<file path="config.mk">
export PLATFORM = sky130hd
export DESIGN_NAME = process_fifo_with_removal_flat
export DESIGN_NICKNAME = d
export VERILOG_FILES = /design/src/rtl/pfr_pkg.sv /design/src/rtl/pfr_req_if.sv /design/src/rtl/pfr_rsp_if.sv /design/src/rtl/pfr_cell.sv /design/src/rtl/pfr_chain.sv /design/src/rtl/process_fifo_with_removal.sv /design/src/flat_wrapper.sv
export SDC_FILE = /design/constraint.sdc
export NUM_CORES = 1
export LEC_CHECK = 0
export BUFFER_PORTS_ARGS = -buffer_cell sky130_fd_sc_hd__buf_2
export CORE_MARGIN = 8
export CORE_UTILIZATION = 50
export DETAILED_ROUTE_END_ITERATION = 10
export PLACE_DENSITY = 0.66
export SYNTH_ARGS = -nofsm -noshare
export SYNTH_HDL_FRONTEND = slang
export SYNTH_HIERARCHICAL = 1
export SYNTH_SLANG_ARGS = --single-unit
</file>
<file path="constraint.sdc">
create_clock -name clock -period 9.5 [get_ports clock]
set_input_delay 0.95 -clock clock [delete_from_list [all_inputs] [get_ports clock]]
set_output_delay 0.95 -clock clock [all_outputs]
set_load 0.02 [all_outputs]
</file>
<file path="src/rtl/pfr_pkg.sv">
// Package for the process FIFO with removal: opcodes, status codes and the
// per-cycle control word that the top level broadcasts to the cell row.
// No dependencies.
package pfr_pkg;

   localparam int OPCODE_BITS = 2;
   localparam int STATUS_BITS = 2;
   localparam int OCC_BITS    = 5;

   typedef enum logic [OPCODE_BITS-1:0] {
      OP_ENQUEUE = 2'd0,
      OP_POP     = 2'd1,
      OP_REMOVE  = 2'd2
   } opcode_type;

   typedef enum logic [STATUS_BITS-1:0] {
      ST_OK        = 2'd0,
      ST_EMPTY     = 2'd1,
      ST_FULL      = 2'd2,
      ST_NOT_FOUND = 2'd3
   } status_type;

   // Broadcast control for every cell in one cycle.
   typedef struct packed {
      logic enq;        // append at the first free cell
      logic shift_all;  // pop: every cell takes its neighbor's entry
      logic remove;     // remove: cells at and after the first match shift
   } cell_ctrl_type;

endpackage

</file>
<file path="src/rtl/pfr_req_if.sv">
// Request channel of the process FIFO: valid/ready handshake with opcode and
// identifier. Depends on pfr_pkg.
interface pfr_req_if
   import pfr_pkg::*;
#(
   parameter int ID_BITS = 8
);
   logic                   valid;
   logic                   ready;
   logic [OPCODE_BITS-1:0] opcode;
   logic [ID_BITS-1:0]     process_id;

   modport source (output valid, output opcode, output process_id, input ready);
   modport sink   (input valid, input opcode, input process_id, output ready);
endinterface

</file>
<file path="src/rtl/pfr_rsp_if.sv">
// Response channel of the process FIFO: valid/ready handshake with status,
// popped identifier and occupancy. Depends on pfr_pkg.
interface pfr_rsp_if
   import pfr_pkg::*;
#(
   parameter int ID_BITS = 8
);
   logic                   valid;
   logic                   ready;
   logic [STATUS_BITS-1:0] status;
   logic [ID_BITS-1:0]     popped_id;
   logic [OCC_BITS-1:0]    occupancy;

   modport source (output valid, output status, output popped_id, output occupancy,
                   input ready);
   modport sink   (input valid, input status, input popped_id, input occupancy,
                   output ready);
endinterface

</file>
<file path="src/rtl/pfr_cell.sv">
// One storage cell of the compacting queue: holds an identifier and an
// occupied flag and takes its right neighbor's contents when shifting.
// Depends on pfr_pkg.
module pfr_cell
   import pfr_pkg::*;
#(
   parameter int ID_BITS = 8
) (
   input  logic               clock,
   input  logic               reset,
   input  cell_ctrl_type      ctrl,
   input  logic [ID_BITS-1:0] id,
   input  logic               prev_occ,
   input  logic               kill_in,
   input  logic               next_occ,
   input  logic [ID_BITS-1:0] next_data,
   output logic               occ,
   output logic [ID_BITS-1:0] data,
   output logic               kill_out
);

   logic               occ_ff, occ_in;
   logic [ID_BITS-1:0] data_ff, data_in;
   logic               shift;

   // A match in this cell or any cell nearer the head makes this cell shift.
   assign kill_out = kill_in | (occ_ff & (data_ff == id));
   assign shift    = ctrl.shift_all | (ctrl.remove & kill_out);

   always_comb begin
      priority if (shift) begin
         occ_in  = next_occ;
         data_in = next_data;
      end else if (ctrl.enq && !occ_ff && prev_occ) begin
         occ_in  = 1'b1;
         data_in = id;
      end else begin
         occ_in  = occ_ff;
         data_in = data_ff;
      end
   end

   always_ff @(posedge clock) begin
      if (reset) begin
         occ_ff <= 1'b0;
      end else begin
         occ_ff <= occ_in;
      end
   end

   always_ff @(posedge clock) begin
      data_ff <= data_in;
   end

   assign occ  = occ_ff;
   assign data = data_ff;

endmodule

</file>
<file path="src/rtl/pfr_chain.sv">
// Row of queue cells, head in cell 0. Links occupancy, data and the
// first-match chain between neighbors. Depends on pfr_pkg and pfr_cell.
module pfr_chain
   import pfr_pkg::*;
#(
   parameter int QUEUE_DEPTH = 16,
   parameter int ID_BITS     = 8
) (
   input  logic               clock,
   input  logic               reset,
   input  cell_ctrl_type      ctrl,
   input  logic [ID_BITS-1:0] id,
   output logic [ID_BITS-1:0] head_id,
   output logic               found
);

   logic               occ  [QUEUE_DEPTH];
   logic [ID_BITS-1:0] data [QUEUE_DEPTH];
   logic               kill [QUEUE_DEPTH];

   for (genvar i = 0; i < QUEUE_DEPTH; i++) begin : g_cell
      logic               prev_occ, kill_in, next_occ;
      logic [ID_BITS-1:0] next_data;

      if (i == 0) begin : g_head
         assign prev_occ = 1'b1;
         assign kill_in  = 1'b0;
      end else begin : g_body
         assign prev_occ = occ[i-1];
         assign kill_in  = kill[i-1];
      end

      if (i == QUEUE_DEPTH - 1) begin : g_tail
         assign next_occ  = 1'b0;
         assign next_data = '0;
      end else begin : g_inner
         assign next_occ  = occ[i+1];
         assign next_data = data[i+1];
      end

      pfr_cell #(.ID_BITS(ID_BITS)) u_cell (
         .clock     (clock),
         .reset     (reset),
         .ctrl      (ctrl),
         .id        (id),
         .prev_occ  (prev_occ),
         .kill_in   (kill_in),
         .next_occ  (next_occ),
         .next_data (next_data),
         .occ       (occ[i]),
         .data      (data[i]),
         .kill_out  (kill[i])
      );
   end

   assign head_id = data[0];
   assign found   = kill[QUEUE_DEPTH-1];

endmodule

</file>
<file path="src/rtl/process_fifo_with_removal.sv">
// Process FIFO with removal: a compacting queue of process identifiers.
// The response word is registered and is valid in the cycle after the request word is accepted.
// Throughput: one request word per cycle, since every cell compares and shifts in the
// same cycle; a response word that is not taken holds off the request side.
// Reset clears the occupied flags, the entry count and the response valid flag;
// cell contents are left as they are and there is no clearing pass.
module process_fifo_with_removal
   import pfr_pkg::*;
#(
   parameter int QUEUE_DEPTH = 16,
   parameter int ID_BITS     = 8
) (
   input logic    clock,
   input logic    reset,
   pfr_req_if.sink   req_chan,
   pfr_rsp_if.source rsp_chan
);

   localparam int CNT_BITS = $clog2(QUEUE_DEPTH + 1);

   // Entry count, kept beside the cells so that full and empty are cheap.
   logic [CNT_BITS-1:0] count_ff, count_in;

   // Response register parts the two sides of the block.
   logic                rsp_valid_ff, rsp_valid_in;
   status_type          rsp_status_ff, rsp_status_in;
   logic [ID_BITS-1:0]  rsp_popped_ff, rsp_popped_in;
   logic [OCC_BITS-1:0] rsp_occ_ff, rsp_occ_in;

   logic                accept;
   logic                full, empty;
   logic                found;
   logic [ID_BITS-1:0]  head_id;
   cell_ctrl_type       ctrl;
   logic [CNT_BITS+OCC_BITS-1:0] occ_wide;

   // A new request word is taken whenever the response register is free or
   // is being drained in this same cycle.
   assign req_chan.ready = !rsp_valid_ff || rsp_chan.ready;
   assign accept         = req_chan.valid && req_chan.ready;

   assign full  = (count_ff == CNT_BITS'(QUEUE_DEPTH));
   assign empty = (count_ff == '0);

   pfr_chain #(
      .QUEUE_DEPTH (QUEUE_DEPTH),
      .ID_BITS     (ID_BITS)
   ) u_chain (
      .clock   (clock),
      .reset   (reset),
      .ctrl    (ctrl),
      .id      (req_chan.process_id),
      .head_id (head_id),
      .found   (found)
   );

   // Decode the operation, drive the cell row and form the response. An
   // unused opcode leaves the queue alone and reports ok.
   always_comb begin
      ctrl          = '0;
      count_in      = count_ff;
      rsp_status_in = ST_OK;
      rsp_popped_in = '0;
      unique case (req_chan.opcode)
         OP_ENQUEUE: begin
            if (full) begin
               rsp_status_in = ST_FULL;
            end else begin
               ctrl.enq = accept;
               count_in = count_ff + 1'b1;
            end
         end
         OP_POP: begin
            if (empty) begin
               rsp_status_in = ST_EMPTY;
            end else begin
               ctrl.shift_all = accept;
               rsp_popped_in  = head_id;
               count_in       = count_ff - 1'b1;
            end
         end
         OP_REMOVE: begin
            // The cells shift only where the match chain fired, so the
            // remove strobe can go out unconditionally.
            ctrl.remove = accept;
            if (found) begin
               count_in = count_ff - 1'b1;
            end else begin
               rsp_status_in = ST_NOT_FOUND;
            end
         end
         default: begin
         end
      endcase
   end

   // Occupancy reports the count after the operation, cut to the field width.
   assign occ_wide   = (CNT_BITS + OCC_BITS)'(count_in);
   assign rsp_occ_in = occ_wide[OCC_BITS-1:0];

   assign rsp_valid_in = accept || (rsp_valid_ff && !rsp_chan.ready);

   always_ff @(posedge clock) begin
      if (reset) begin
         count_ff     <= '0;
         rsp_valid_ff <= 1'b0;
      end else begin
         rsp_valid_ff <= rsp_valid_in;
         if (accept) begin
            count_ff <= count_in;
         end
      end
   end

   always_ff @(posedge clock) begin
      if (accept) begin
         rsp_status_ff <= rsp_status_in;
         rsp_popped_ff <= rsp_popped_in;
         rsp_occ_ff    <= rsp_occ_in;
      end
   end

   assign rsp_chan.valid     = rsp_valid_ff;
   assign rsp_chan.status    = rsp_status_ff;
   assign rsp_chan.popped_id = rsp_popped_ff;
   assign rsp_chan.occupancy = rsp_occ_ff;

   // The count never runs past the number of cells.
   a_count_bound: assert property (@(posedge clock) disable iff (reset)
      count_ff <= CNT_BITS'(QUEUE_DEPTH))
      else $error("entry count exceeds queue depth");

   // The count only moves together with a response load, so a pending
   // response always reports the current count.
   a_occ_tracks_count: assert property (@(posedge clock) disable iff (reset)
      rsp_valid_ff |-> rsp_occ_ff == OCC_BITS'(count_ff))
      else $error("pending occupancy disagrees with entry count");

   // An accepted request word always yields a response word next cycle.
   a_accept_rsp: assert property (@(posedge clock) disable iff (reset)
      accept |=> rsp_valid_ff)
      else $error("accepted request produced no response");

   // A pop on an empty queue reports empty and returns zero.
   a_pop_empty: assert property (@(posedge clock) disable iff (reset)
      (accept && req_chan.opcode == OP_POP && empty)
      |=> (rsp_status_ff == ST_EMPTY && rsp_popped_ff == '0))
      else $error("pop on empty queue misreported");

endmodule
</file>
<file path="src/flat_wrapper.sv">
// flat-port wrapper written by rule: the top's interface ports become plain ports
module process_fifo_with_removal_flat import pfr_pkg::*;
#(
   parameter int QUEUE_DEPTH = 16,
   parameter int ID_BITS     = 8
)
  (clock, reset, req_chan_valid, req_chan_opcode, req_chan_process_id, req_chan_ready, rsp_chan_valid, rsp_chan_status, rsp_chan_popped_id, rsp_chan_occupancy, rsp_chan_ready);
  pfr_req_if #(.ID_BITS(ID_BITS)) req_chan_i ();
  pfr_rsp_if #(.ID_BITS(ID_BITS)) rsp_chan_i ();
  input logic clock;
  input logic reset;
  input wire logic [$bits(req_chan_i.valid)-1:0] req_chan_valid;
  input wire logic [$bits(req_chan_i.opcode)-1:0] req_chan_opcode;
  input wire logic [$bits(req_chan_i.process_id)-1:0] req_chan_process_id;
  output wire logic [$bits(req_chan_i.ready)-1:0] req_chan_ready;
  output wire logic [$bits(rsp_chan_i.valid)-1:0] rsp_chan_valid;
  output wire logic [$bits(rsp_chan_i.status)-1:0] rsp_chan_status;
  output wire logic [$bits(rsp_chan_i.popped_id)-1:0] rsp_chan_popped_id;
  output wire logic [$bits(rsp_chan_i.occupancy)-1:0] rsp_chan_occupancy;
  input wire logic [$bits(rsp_chan_i.ready)-1:0] rsp_chan_ready;
  assign req_chan_i.valid = req_chan_valid;
  assign req_chan_i.opcode = req_chan_opcode;
  assign req_chan_i.process_id = req_chan_process_id;
  assign req_chan_ready = req_chan_i.ready;
  assign rsp_chan_valid = rsp_chan_i.valid;
  assign rsp_chan_status = rsp_chan_i.status;
  assign rsp_chan_popped_id = rsp_chan_i.popped_id;
  assign rsp_chan_occupancy = rsp_chan_i.occupancy;
  assign rsp_chan_i.ready = rsp_chan_ready;
  process_fifo_with_removal #(.QUEUE_DEPTH(QUEUE_DEPTH), .ID_BITS(ID_BITS)) u_core (.clock(clock), .reset(reset), .req_chan(req_chan_i), .rsp_chan(rsp_chan_i));
endmodule
</file>
==> flow_summary.yaml <==
cells_and_area:
  nNetsFinal: 842
  layout-drive-gt1-share_pct: 29.9
  diodes: 0
  regArea_um2: 4730
  stdcell_area_um2: 10800
  layout_common_cells: "143 x edfxtp_1, 129 x mux2_2, 71 x inv_1"
  instances_no_fill: 1104
  syn2layout_area_growth_pct: 11.4
  multi_input_area_um2: 4670
  fill_cells: 1572
  final_common_cell: "edfxtp_1"
sta:
  drv_slew: 0
  timing.fmax_mhz: 164
  worst_pin_slew_ns: 1.28
  setup_viol: 0
  min_period_ns: 6.10
  min_period_over_period_pct: 64.2
  skew_ns: 0.0118
  fin_ws_ns: 3.40
  slew_headroom_pct: 14.2
  finalHoldViolCount: 0
  rsz0062_at_grt: "no"
  fin_tns_setup_ns: 0
synth:
  netlist_area_um2: 9670
  syn_inst: 764
  synthFlopType: "edfxtp_1"
  synth-seq-cells: 165
  synth.area.top_cells: "edfxtp_1 44%, mux2_2 15%, xnor2_1 6.0%"
  async_flop_share_pct: 0
  synth_mux_area_share_pct: 15.0
  netlist.area_leader.share_pct: 44.4
  seq_area_frac_synth_pct: 48.9
  yosys.area_share.adder_pct: 0.259
  synth_warnings: 6
  synth_top_family_by_area: "multiplexers"
  synth_edf_count: 143
  synth_area_per_cell_um2: 12.7
  synth_xor_area_share_pct: 7.60
  synth-compound-area-share_pct: 14.1
  synth_cell_type_count: 44
  yosys.area.top_type: "edfxtp_1"
  synthSimpleGateAreaFrac_pct: 10.6
clocking:
  postCtsSetupBuffers: 0
  cts_max_path_buffers: 2
  cts_buffers: 17
  cts_repair_resize_count: 0
  cts.sinks: 165
  cts_tree: "built"
  cts.reportedPaths.clkPinSlew_ns: 0.07
  cts_root_buf: "clkbuf_16"
  hold_buffers: 0
  htreeDepth: 4
  worstSkewPairLatency_ns: 0.42
route:
  drt-total-wl_mm: 20.5
  drt-wirelength-per-cell_um: 18.6
  drt_iter0_drc: 522
  firstDrtPassIters: 6
  num_vias: 6356
  drt.antenna.violating_nets: 0
  viasPerCell: 5.76
  drcViolationCount: 0
floorplan:
  die_y_um: 155
  die_w_um: 155
  num_rows: 51
  die_area_um2: 24100
  core_um2: 19200
  ioPinCount: 31
  initial_core_util_pct: 50.4
grt:
  grt_pass1_vias: 6617
  grt_max_degree: 49
  antenna_found_initial: 0
  overflow: 0
  grt_usage_pct: 17.4
  grt_pass1_wl_mm: 33.6
setup_path:
  path_buf_inv: 2
  cp.depth: 22
  slowest_stage: "buf_2"
  worstSetupStartpoint: "req_chan_process_id[3]"
  startpoint_type: "input port"
  path_cells: "buf_2, a222oi_1, and3_1, a21o_2, a21o_2, a21o_2, a21o_2, a21o_2, a21o_2, a21o_2, a21o_2, a21o_2, a21o_2, a21o_2, a21o_2, a21o_2, a21o_2, a21o_2, a21oi_1, inv_1, a31oi_4, o21ai_0"
  path_delay_family: "compound AO/OA/AOI/OAI gates"
  crit_top_cell: "a21o_2"
  r2r_cells: 22
  r2r-start: "u_core/u_chain/g_cell[0].u_cell/data[3]"
  crit_type: "in -> reg"
  critPathRequiredTime_ns: 9.53
  max_stage_delay_ns: 0.64
  end_kind: "flip-flop"
  cp_max_fo: 48
  arrival_ns: 6.13
worst_hold_path:
  min-delay-path-class: "reg -> reg"
  min_from: "u_core/rsp_chan.valid"
  hold_depth: 2
place:
  dpl_cell_area_um2: 10200
  dp_hpwl_mm: 13.8
  dp_cells: 1072
  gp_congestion: 0.840
  portBuffers: 30
  dp_slack_ns: 3.02
power_and_ir_drop:
  p_per_area_nw_per_um2: 169
  irDropWorstVdd_mv: 0.137
  p_leak_nw: 3.91
status:
  status: "complete, no violations"
job:
  drv_cap: 0
## where the power goes
part	switching, mW	total [mW]	internal (mW)
clock network	0.290	0.653	0.363
registers	0.0337	0.881	0.847
logic	0.162	0.282	0.120
## synth_stat cells (7+ instances only)
library cell,n
edfxtp_1,143
mux2_2,129
inv_1,71
xnor2_1,66
o21ai_0,51
nand2_1,39
dfxtp_1,22
a21oi_1,20
nor2b_1,18
o22ai_1,18
xor2_1,18
a222oi_1,17
a311oi_1,17
nand3b_1,17
a21o_2,16
a31oi_4,16
and3_1,16
nor4_4,16
and2_1,9
nor2_1,7
## worst register-to-register path, cell delays in order (launching register included)
cell,delay (ns)
edfxtp_1,0.39
inv_1,0.10
a222oi_1,0.10
and3_1,0.24
a21o_2,0.24
a21o_2,0.20
a21o_2,0.19
a21o_2,0.19
a21o_2,0.19
a21o_2,0.19
a21o_2,0.20
a21o_2,0.19
a21o_2,0.19
a21o_2,0.20
a21o_2,0.20
a21o_2,0.20
a21o_2,0.20
a21o_2,0.20
a21o_2,0.20
a21oi_1,0.20
inv_1,0.11
a31oi_4,0.30
o21ai_0,0.45
## through the flow
| step | power [mW] | hold slack, ns | util [%] |
|---|---|---|---|
| finish | 1.82 | 0.568 | 56.1 |
| global route | 1.89 | 0.587 | 56.1 |
| CTS | 1.83 | 0.567 | 56.1 |
| detailed placement | 1.17 | 0.551 | 53.2 |
| global placement | 1.16 | 0.503 | 53.2 |
| floorplan | 1.10 | 0.525 | - |
## cells by family (layout without fill, tap and decap cells)
logic type	count (synthesis)	after routing
xor+xnor	84	84
compound gates	167	167
flops	165	165
mux	129	129
other cells	2	13
buf+inv	78	142
fa+ha+maj	2	2
simple gates	137	137
## metal layers
| metal | vias to the layer above | wire [um] | part of all wire (%) | GRT usage (%) |
|---|---|---|---|---|
| li1 | 3024 | - | - | - |
| met1 | 3141 | 8960 | 44 | 21.3 |
| met2 | 167 | 10500 | 51 | 30.6 |
| met3 | 24 | 850 | 4.1 | 3.27 |
| met4 | 0 | 256 | 1.2 | 5.18 |
| met5 | - | 0 | 0 | 0 |
## path summary, 6_finish.rpt
| path | slack, ns | end |
|---|---|---|
| setup / recovery | 3.40 | u_core/u_chain/g_cell[15].u_cell/data[7] |
| hold / removal | 0.57 | u_core/rsp_chan.valid |
| setup reg to reg | 4.25 | u_core/u_chain/g_cell[15].u_cell/data[7] |
| hold reg to reg | 0.57 | u_core/rsp_chan.valid |
## area by class of cell
| type | instances | area share (%) |
|---|---|---|
| Sequential cell | 165 | 43.9 |
| Tap cell | 265 | 3.08 |
| Clock buffer | 18 | 3.98 |
| Clock inverter | 14 | 1.18 |
| Multi-Input combinational cell | 532 | 43.3 |
| Inverter | 72 | 2.51 |
| Timing Repair Buffer | 38 | 1.95 |
## registers in the layout, summed over array words and instances, names as in the netlist
register and cells:
u_core/rsp_chan.popped_id 8, u_core/rsp_chan.status 2, u_core/count_ff 5, u_core/rsp_chan.occupancy 5, u_core/u_chain/g_cell.u_cell/occ 16, u_core/rsp_chan.valid 1
u_core/u_chain/g_cell.u_cell/data 128
No activity file was read; power rests on OpenSTA's default activity.
